--- config.mk ---
export PLATFORM = sky130hd
export DESIGN_NAME = tpw_ctrl
export DESIGN_NICKNAME = d
export VERILOG_FILES = /design/src/rtl/tpw_pkg.sv /design/src/rtl/tpw_ctrl.sv
export VERILOG_INCLUDE_DIRS = /design/src /design/src/rtl
export SDC_FILE = /design/constraint.sdc
export NUM_CORES = 1
export LEC_CHECK = 0
export BUFFER_PORTS_ARGS = -buffer_cell sky130_fd_sc_hd__buf_4
export CAP_MARGIN = 20
export CORE_AREA = 4 4 41 43
export DETAILED_ROUTE_END_ITERATION = 10
export DIE_AREA = 0 0 45 47
export HOLD_SLACK_MARGIN = 0.15
export PLACE_DENSITY = 0.58
export SKIP_CTS_REPAIR_TIMING = 1
export SLEW_MARGIN = 40
export SYNTH_ARGS = -nofsm -noshare
export SYNTH_HDL_FRONTEND = slang
export SYNTH_SLANG_ARGS = --single-unit
--- constraint.sdc ---
create_clock -name clock -period 1.2 [get_ports clock]
set_clock_uncertainty 0.2 [all_clocks]
set_input_delay 0.06 -clock clock [delete_from_list [all_inputs] [get_ports clock]]
set_output_delay 0.06 -clock clock [all_outputs]
set_load 0.01 [all_outputs]
--- src/rtl/two_level_page_table_walker_top_assert.svh ---
// Assertion macros used by the page table walker sequencer.
// Each macro is clocked on clock and disabled while reset is high.
`ifndef TWO_LEVEL_PAGE_TABLE_WALKER_TOP_ASSERT_SVH
`define TWO_LEVEL_PAGE_TABLE_WALKER_TOP_ASSERT_SVH

// Same-cycle implication.
`define TPW_ASSERT_NOW(label, ante, cons) \
   label: assert property (@(posedge clock) disable iff (reset) (ante) |-> (cons)) \
      else $error("tpw assertion failed");

// Next-cycle implication.
`define TPW_ASSERT_NEXT(label, ante, cons) \
   label: assert property (@(posedge clock) disable iff (reset) (ante) |=> (cons)) \
      else $error("tpw assertion failed");

`endif

--- src/rtl/tpw_pkg.sv ---
// ----------------------------------------------------------------------------
// tpw_pkg
// Types and constants for the two-level page table walker.
// ----------------------------------------------------------------------------
package tpw_pkg;

   localparam int PAGE_BYTES  = 32;
   localparam int OFFSET_BITS = 5;
   localparam int PHYS_BITS   = 12;
   localparam int VA_BITS     = 15;
   localparam int FRAME_BITS  = 7;
   localparam int VALID_BIT   = 7;

   // virtual address fields
   localparam int DIR_MSB = 14;
   localparam int DIR_LSB = 10;
   localparam int TAB_MSB = 9;
   localparam int TAB_LSB = 5;
   localparam int OFF_MSB = 4;

   localparam logic [PHYS_BITS-1:0] BASE_RESET = 12'h220;

   localparam logic OP_WRITE     = 1'b0;
   localparam logic OP_TRANSLATE = 1'b1;

   localparam logic [1:0] ST_OK        = 2'd0;
   localparam logic [1:0] ST_DIR_FAULT = 2'd1;
   localparam logic [1:0] ST_TAB_FAULT = 2'd2;
   localparam logic [1:0] ST_WRITE     = 2'd3;

   // memory address source
   localparam logic [1:0] SEL_WRITE = 2'd0;
   localparam logic [1:0] SEL_DIR   = 2'd1;
   localparam logic [1:0] SEL_TAB   = 2'd2;
   localparam logic [1:0] SEL_DATA  = 2'd3;

   typedef struct packed {
      logic                   op;
      logic [PHYS_BITS-1:0]   write_address;
      logic [7:0]             write_data;
      logic [VA_BITS-1:0]     virtual_address;
   } req_type;

   typedef struct packed {
      logic [1:0]             status;
      logic [7:0]             directory_entry;
      logic [7:0]             table_entry;
      logic [PHYS_BITS-1:0]   physical_address;
      logic [7:0]             read_value;
   } rsp_type;

   typedef struct packed {
      logic       take_req;
      logic [1:0] mem_sel;
      logic       mem_rd;
      logic       mem_wr;
      logic       cap_pde;
      logic       cap_pte;
      logic       cap_val;
      logic       set_status;
      logic [1:0] status;
      logic       load_rsp;
   } cmd_type;

   typedef struct packed {
      logic req_write;
      logic entry_valid;
   } sts_type;

   // page number (0..255) reduced modulo the page count
   typedef logic [FRAME_BITS-1:0] wrap_table_type [256];

   function automatic wrap_table_type build_wrap_table(input int num_pages);
      wrap_table_type tbl;
      int             r;
      r = 0;
      for (int i = 0; i < 256; i++) begin
         tbl[i] = FRAME_BITS'(r);
         r = (r + 1 == num_pages) ? 0 : r + 1;
      end
      return tbl;
   endfunction

endpackage

--- src/rtl/tpw_ctrl.sv ---
// ----------------------------------------------------------------------------
// tpw_ctrl
// Walk sequencer: memory writes, directory, table and data reads, result handoff.
// ----------------------------------------------------------------------------
`include "two_level_page_table_walker_top_assert.svh"

module tpw_ctrl (
   input  logic              clock,
   input  logic              reset,
   input  logic              req_valid,
   output logic              req_ready,
   output logic              rsp_valid,
   input  logic              rsp_ready,
   input  tpw_pkg::sts_type  sts,
   output tpw_pkg::cmd_type  cmd
);

   localparam logic [2:0] S_IDLE  = 3'd0;
   localparam logic [2:0] S_WRITE = 3'd1;
   localparam logic [2:0] S_DIR   = 3'd2;
   localparam logic [2:0] S_TAB   = 3'd3;
   localparam logic [2:0] S_DATA  = 3'd4;
   localparam logic [2:0] S_LAST  = 3'd5;
   localparam logic [2:0] S_FIN   = 3'd6;

   logic [2:0] state_ff, state_in;
   logic       rsp_valid_ff, rsp_valid_in;
   logic       rsp_free;

   assign rsp_free = !rsp_valid_ff || rsp_ready;

   always_comb begin
      cmd       = '0;
      cmd.status = tpw_pkg::ST_OK;
      state_in  = state_ff;
      req_ready = 1'b0;
      case (state_ff)
         S_IDLE: begin
            req_ready    = 1'b1;
            cmd.take_req = req_valid;
            if (req_valid) begin
               state_in = sts.req_write ? S_WRITE : S_DIR;
            end
         end
         S_WRITE: begin
            cmd.mem_sel    = tpw_pkg::SEL_WRITE;
            cmd.mem_wr     = 1'b1;
            cmd.set_status = 1'b1;
            cmd.status     = tpw_pkg::ST_WRITE;
            state_in       = S_FIN;
         end
         S_DIR: begin
            cmd.mem_sel = tpw_pkg::SEL_DIR;
            cmd.mem_rd  = 1'b1;
            state_in    = S_TAB;
         end
         S_TAB: begin
            // read data holds the directory entry
            cmd.cap_pde = 1'b1;
            if (!sts.entry_valid) begin
               cmd.set_status = 1'b1;
               cmd.status     = tpw_pkg::ST_DIR_FAULT;
               state_in       = S_FIN;
            end else begin
               cmd.mem_sel = tpw_pkg::SEL_TAB;
               cmd.mem_rd  = 1'b1;
               state_in    = S_DATA;
            end
         end
         S_DATA: begin
            cmd.cap_pte = 1'b1;
            if (!sts.entry_valid) begin
               cmd.set_status = 1'b1;
               cmd.status     = tpw_pkg::ST_TAB_FAULT;
               state_in       = S_FIN;
            end else begin
               cmd.mem_sel = tpw_pkg::SEL_DATA;
               cmd.mem_rd  = 1'b1;
               state_in    = S_LAST;
            end
         end
         S_LAST: begin
            cmd.cap_val    = 1'b1;
            cmd.set_status = 1'b1;
            cmd.status     = tpw_pkg::ST_OK;
            state_in       = S_FIN;
         end
         S_FIN: begin
            if (rsp_free) begin
               cmd.load_rsp = 1'b1;
               state_in     = S_IDLE;
            end
         end
         default: begin
            state_in = S_IDLE;
         end
      endcase
   end

   always_comb begin
      if (cmd.load_rsp) begin
         rsp_valid_in = 1'b1;
      end else if (rsp_ready) begin
         rsp_valid_in = 1'b0;
      end else begin
         rsp_valid_in = rsp_valid_ff;
      end
   end

   always_ff @(posedge clock) begin
      if (reset) begin
         state_ff     <= S_IDLE;
         rsp_valid_ff <= 1'b0;
      end else begin
         state_ff     <= state_in;
         rsp_valid_ff <= rsp_valid_in;
      end
   end

   assign rsp_valid = rsp_valid_ff;

   `TPW_ASSERT_NOW(a_one_port_op, cmd.mem_wr, !cmd.mem_rd)
   `TPW_ASSERT_NOW(a_no_rsp_overwrite, cmd.load_rsp, !rsp_valid_ff || rsp_ready)
   `TPW_ASSERT_NEXT(a_busy_after_take, req_valid && req_ready, state_ff != S_IDLE)
   `TPW_ASSERT_NEXT(a_rsp_after_load, cmd.load_rsp, rsp_valid_ff)

endmodule

==> results of run 1 <==
critical path: stages (launching register included):
cell and delay (ns):
dfxtp_4 0.37, buf_6 0.12, nand3b_1 0.24, o21ai_1 0.17
buf_4 0.13
stage by stage:
stage	util	area (µm²)	std cells	setup TNS (ns)	worst slack (ns)
2_1_floorplan	-	374	49	-0.265	-0.0933
3_3_place_gp	0.448	583	90	-1.03	-0.148
3_5_place_dp	0.448	583	90	-0.990	-0.183
4_1_cts	0.465	606	93	-4.38	-0.388
5_1_grt	0.604	786	103	-4.70	-0.401
6_report	0.604	786	103	-3.68	-0.329
layout by cell type, fill, tap and decap left out, types with 3 or more instances in the layout:
| cell | netlist | layout |
|---|---|---|
| clkbuf_4 | 0 | 3 |
| a21oi_2 | 0 | 3 |
| buf_6 | 1 | 11 |
| dfxtp_4 | 0 | 3 |
| dlygate4sd3_1 | 0 | 3 |
| inv_1 | 6 | 5 |
| buf_4 | 2 | 26 |
cell families (layout without fill, tap and decap cells):
family,Yosys count,in the layout
flops,4,4
compound gates,14,14
buf+inv,11,50
simple gates,20,20
power groups by stage:
stage	clock network [W]	registers, W	logic (W)
6_report	0.000171	0.000247	0.00101
5_1_grt	0.000188	0.000255	0.00110
4_1_cts	0.000179	0.000236	0.000704
3_5_place_dp	0	0.000238	0.000702
3_3_place_gp	0	0.000238	0.000697
2_1_floorplan	0	0.000200	0.000405
worst paths after layout:
check               from           to
max reg2reg  state_ff[2]  state_ff[1]
max          state_ff[1]       cmd[8]
min            req_valid  state_ff[0]
min reg2reg    rsp_valid    rsp_valid
layer usage:
layer,vias up,share of wire,track usage,wire [µm]
met5,-,0,0,0
met4,0,0.0086,0.0526,10
met3,2,0.11,0.0575,126
met2,21,0.48,0.127,559
met1,205,0.40,0.127,465
li1,247,-,-,-
state kept, by name, indices dropped and copies added, names as in the netlist:
| register | flops |
|---|---|
| rsp_valid | 1 |
| state_ff | 3 |
cell type report:
cell class | count | area [µm²]
Clock buffer | 3 | 22.5
Fill cell | 130 | 515
Inverter | 7 | 26.3
Multi-Input combinational cell | 34 | 278
Sequential cell | 4 | 91.3
Tap cell | 15 | 18.8
Timing Repair Buffer | 40 | 349
==> qor.yml, run 1 <==
timing:
  fin_ws_ns: -0.329
  rsz0062_at_grt: "true"
  holdWs_ns: 0.0139
  finalCriticalPeriod_ns: 1.53
  setup_viol: 16
  post-route-period-util: 1.27
  tightestPinTransition_ns: 0.211
  final_hold_viol_count: 0
  drv_slew: 0
  timing.slew.headroom: 0.858
  max_freq_ghz: 0.654
logic_synthesis:
  synth_mux_area_frac: 0
  avgSynthCellArea_um2: 7.12
  synth_ff_type: "dfxtp_1"
  synth_edf_count: 0
  yosysSeqAreaShare: 0.229
  synth_area_um2: 349
  yosys.area_share.simple: 0.348
  synth_area_leaders: "dfxtp_1 23%, inv_1 6.5%, nor3b_1 6.5%, a21oi_1 5.7%, nand2b_1 5.4%"
  synth_compound_area_frac: 0.258
  syn_inst: 49
  syn_nets: 55
  synth_largest_area_cell: "dfxtp_1"
  synth.distinct_cells: 24
  post-synth-top-count-cell: "inv_1"
  synth_xor_area_frac: 0
  yosys-top-cells-count: "6 x inv_1, 4 x a21oi_1, 4 x dfxtp_1, 4 x nand2_1"
  synthArstFlopShare: 0
  yosys.area_share.adder: 0
  synth_top_cell_area_share: 0.229
  yosysWarnings: 0
  ys_seq_elements: 4
  synth_top_family_by_area: "simple AND/OR/NAND/NOR gates"
power:
  vdd_drop_max_v: 0.000900
  p_clk_frac: 0.120
  p_int_w: 0.000906
  leakagePower_nw: 0.401
  p_per_area_nw_per_um2: 1820
  combPwrFrac: 0.707
  seqPwrFrac: 0.173
  power_switching_w: 0.000523
  switching_share: 0.366
  p_total_w: 0.00143
clocking:
  clock_latency_ns: 0.24
  cts_buffers: 3
  cts_num_sinks: 4
  clk_pin_slew_ns: 0.04
  cts_buffer_depth: 2
  cts_root_buf: "clkbuf_4"
  ctsHtreeMaxLevel: 1
  cts_tree: "built"
floorplanning:
  die_x_um: 45
  die-area_um2: 2120
  start_util: 0.268
  die_h_um: 47
  ios: 20
  core_um2: 1300
  num_rows: 13
cells_and_area:
  n_antenna_cell: 0
  fin_nets: 96
  drive_gt1_frac: 0.682
  areaGrowthSynthToFinish_pct: 125
routing:
  viasPerCell: 4.61
  drtIter0Drc: 7
  dr_total_vias: 475
  detail-route-antenna-nets: 0
  route.detailed.drc: 0
  dr.pass1.iters: 4
  totalWireLength_um: 1160
  drt-wirelength-per-cell_um: 11.3
global_routing:
  track_usage: 0.0987
  grt_first_pass_wirelength_um: 1480
  gr-total-overflow: 0
  antenna_found_initial: 0
  grt_pass1_vias: 354
  grt_max_degree: 12
worst_setup_path:
  worst-setup-path-type: "register to output pin"
  required_ns: 0.94
  critPathMaxFanout: 7
  worstSetupEndpointType: "output pin"
  reg2regPathDepth: 4
  startpoint_type: "register"
  arrival_ns: 1.27
  ff2ff_setup_slack_ns: -0.22
min_path:
  hold_class: "input port to register"
  worstHoldPathCells: 4
placement:
  dpl.hpwl_um: 749
  portBuffers: 19
  place.gp.congestion: 0.788
status:
  status: "finished with violations"
  failed_checks: "setup timing"
run:
  drv_cap: 0
(Power assumes the default switching activity.)
==> inputs of run 2 (changes only) <==
- REMOVE_ABC_BUFFERS: not set -> 1
==> qor.yml, run 2 (synthesis gave the netlist of run 1 again) <==
timing:
  setup_tns_ns: -3.38
  drv_slew: 0
  finalCriticalPeriod_ns: 1.52
  holdWs_ns: 0.00652
  tightestPinTransition_ns: 0.219
  final_hold_viol_count: 0
  post-route-period-util: 1.27
  max_freq_ghz: 0.658
  rsz0062_at_grt: "true"
  timing.slew.headroom: 0.854
  fin_ws_ns: -0.319
  setup_viol: 15
routing:
  detail-route-antenna-nets: 0
  totalWireLength_um: 1070
  drtIter0Drc: 0
  dr_total_vias: 444
  route.detailed.drc: 0
  dr.pass1.iters: 1
  viasPerCell: 4.58
  drt-wirelength-per-cell_um: 11.0
cells_and_area:
  largest_reg_flops: 3
  drive_gt1_frac: 0.622
  areaGrowthSynthToFinish_pct: 107
  top_register: "state_ff"
  layout_common_cells: "23 x buf_4, 7 x buf_6, 6 x inv_1"
  fin_nets: 90
  final_common_cell: "buf_4"
  final_core_util: 0.556
  n_antenna_cell: 0
min_path:
  hold_start: "req_valid"
  hold_class: "input port to register"
  worstHoldPathCells: 4
  holdPathEnd: "state_ff[0]"
global_routing:
  track_usage: 0.0963
  grt_first_pass_wirelength_um: 1520
  grt_util_met3: 0.0575
  gr-total-overflow: 0
  grt_max_degree: 11
  grt_pass1_vias: 378
  busiest_layer: "met2"
  grt.met2_usage: 0.155
  antenna_found_initial: 0
  met1_usage: 0.118
worst_setup_path:
  arrival_ns: 1.26
  r2r_end: "state_ff[1]"
  path_cells: "buf_6, or3_4, o21ai_2, buf_4"
  worst-setup-path-type: "register to output pin"
  slowest_stage: "dfxtp_4"
  cp_top_family: "flip-flops"
  ff2ff_setup_slack_ns: -0.15
  required_ns: 0.94
  startpoint_type: "register"
  worst-path-buf-inv: 2
  r2r-start: "state_ff[1]"
  crit_start: "state_ff[2]"
  critPathMaxFanout: 7
  critical-path-max-stage-delay_ns: 0.37
  reg2regPathDepth: 3
  worstSetupEndpointType: "output pin"
floorplanning:
  die_h_um: 47
  start_util: 0.268
  ios: 20
  core_um2: 1300
  die-area_um2: 2120
  die_x_um: 45
  num_rows: 13
status:
  status: "finished with violations"
  failed_checks: "setup timing"
run:
  drv_cap: 0
clocking:
  cts_num_sinks: 4
  cts_root_buf: "clkbuf_4"
  cts_tree: "built"
  cts_buffers: 3
  clk_pin_slew_ns: 0.04
  cts_buffer_depth: 2
  ctsHtreeMaxLevel: 1
  clock_latency_ns: 0.24
power:
  p_per_area_nw_per_um2: 1780
  leakagePower_nw: 0.359
  p_total_w: 0.00129
  vdd_drop_max_v: 0.000891
placement:
  place.gp.congestion: 0.793
  dpl.hpwl_um: 752
  portBuffers: 19
  dp_slack_ns: -0.260
-- run 2: worst reg2reg max path: cells and delay by family, from the launching register on --
family	cells	cell delay, ns
buf+inv	1	0.14
compound gates	2	0.54
flops	1	0.38
-- run 2: worst max-delay path by stage --
stage	slack, ns	cells after the start	endpoint
2_1_floorplan	-0.26	3	state_ff[1]
3_3_place_gp	-0.22	3	state_ff[1]
3_5_place_dp	-0.26	3	state_ff[1]
4_1_cts	-0.45	4	cmd[2]
5_1_grt	-0.38	4	cmd[1]
6_report	-0.32	4	cmd[2]
-- run 2: final cells by class --
type	instances	area (µm²)
Multi-Input combinational cell	34	275
Timing Repair Buffer	34	287
Fill cell	133	578
Sequential cell	4	91.3
Clock buffer	3	22.5
Inverter	7	28.8
Tap cell	15	18.8
-- run 2: report_power, final --
group	switching, W	total (W)	internal [W]
Clock	0.0000573	0.000169	0.000112
Combinational	0.000347	0.000858	0.000510
Sequential	0.0000791	0.000259	0.000180
Total	0.000484	0.00129	0.000803
-- run 2: per-layer routing --
layer / vias up / part of all wire
met5: - / 0
met2: 16 / 0.48
met3: 0 / 0.10
met1: 188 / 0.42
met4: 0 / 0
li1: 240 / -
-- run 2: stage by stage --
| step | instances | cell area (µm²) |
|---|---|---|
| final | 97 | 723 |
| after CTS | 91 | 569 |
| after floorplan | 45 | 318 |
| after global placement | 88 | 547 |
| after global routing | 97 | 723 |
| after detailed placement | 88 | 547 |
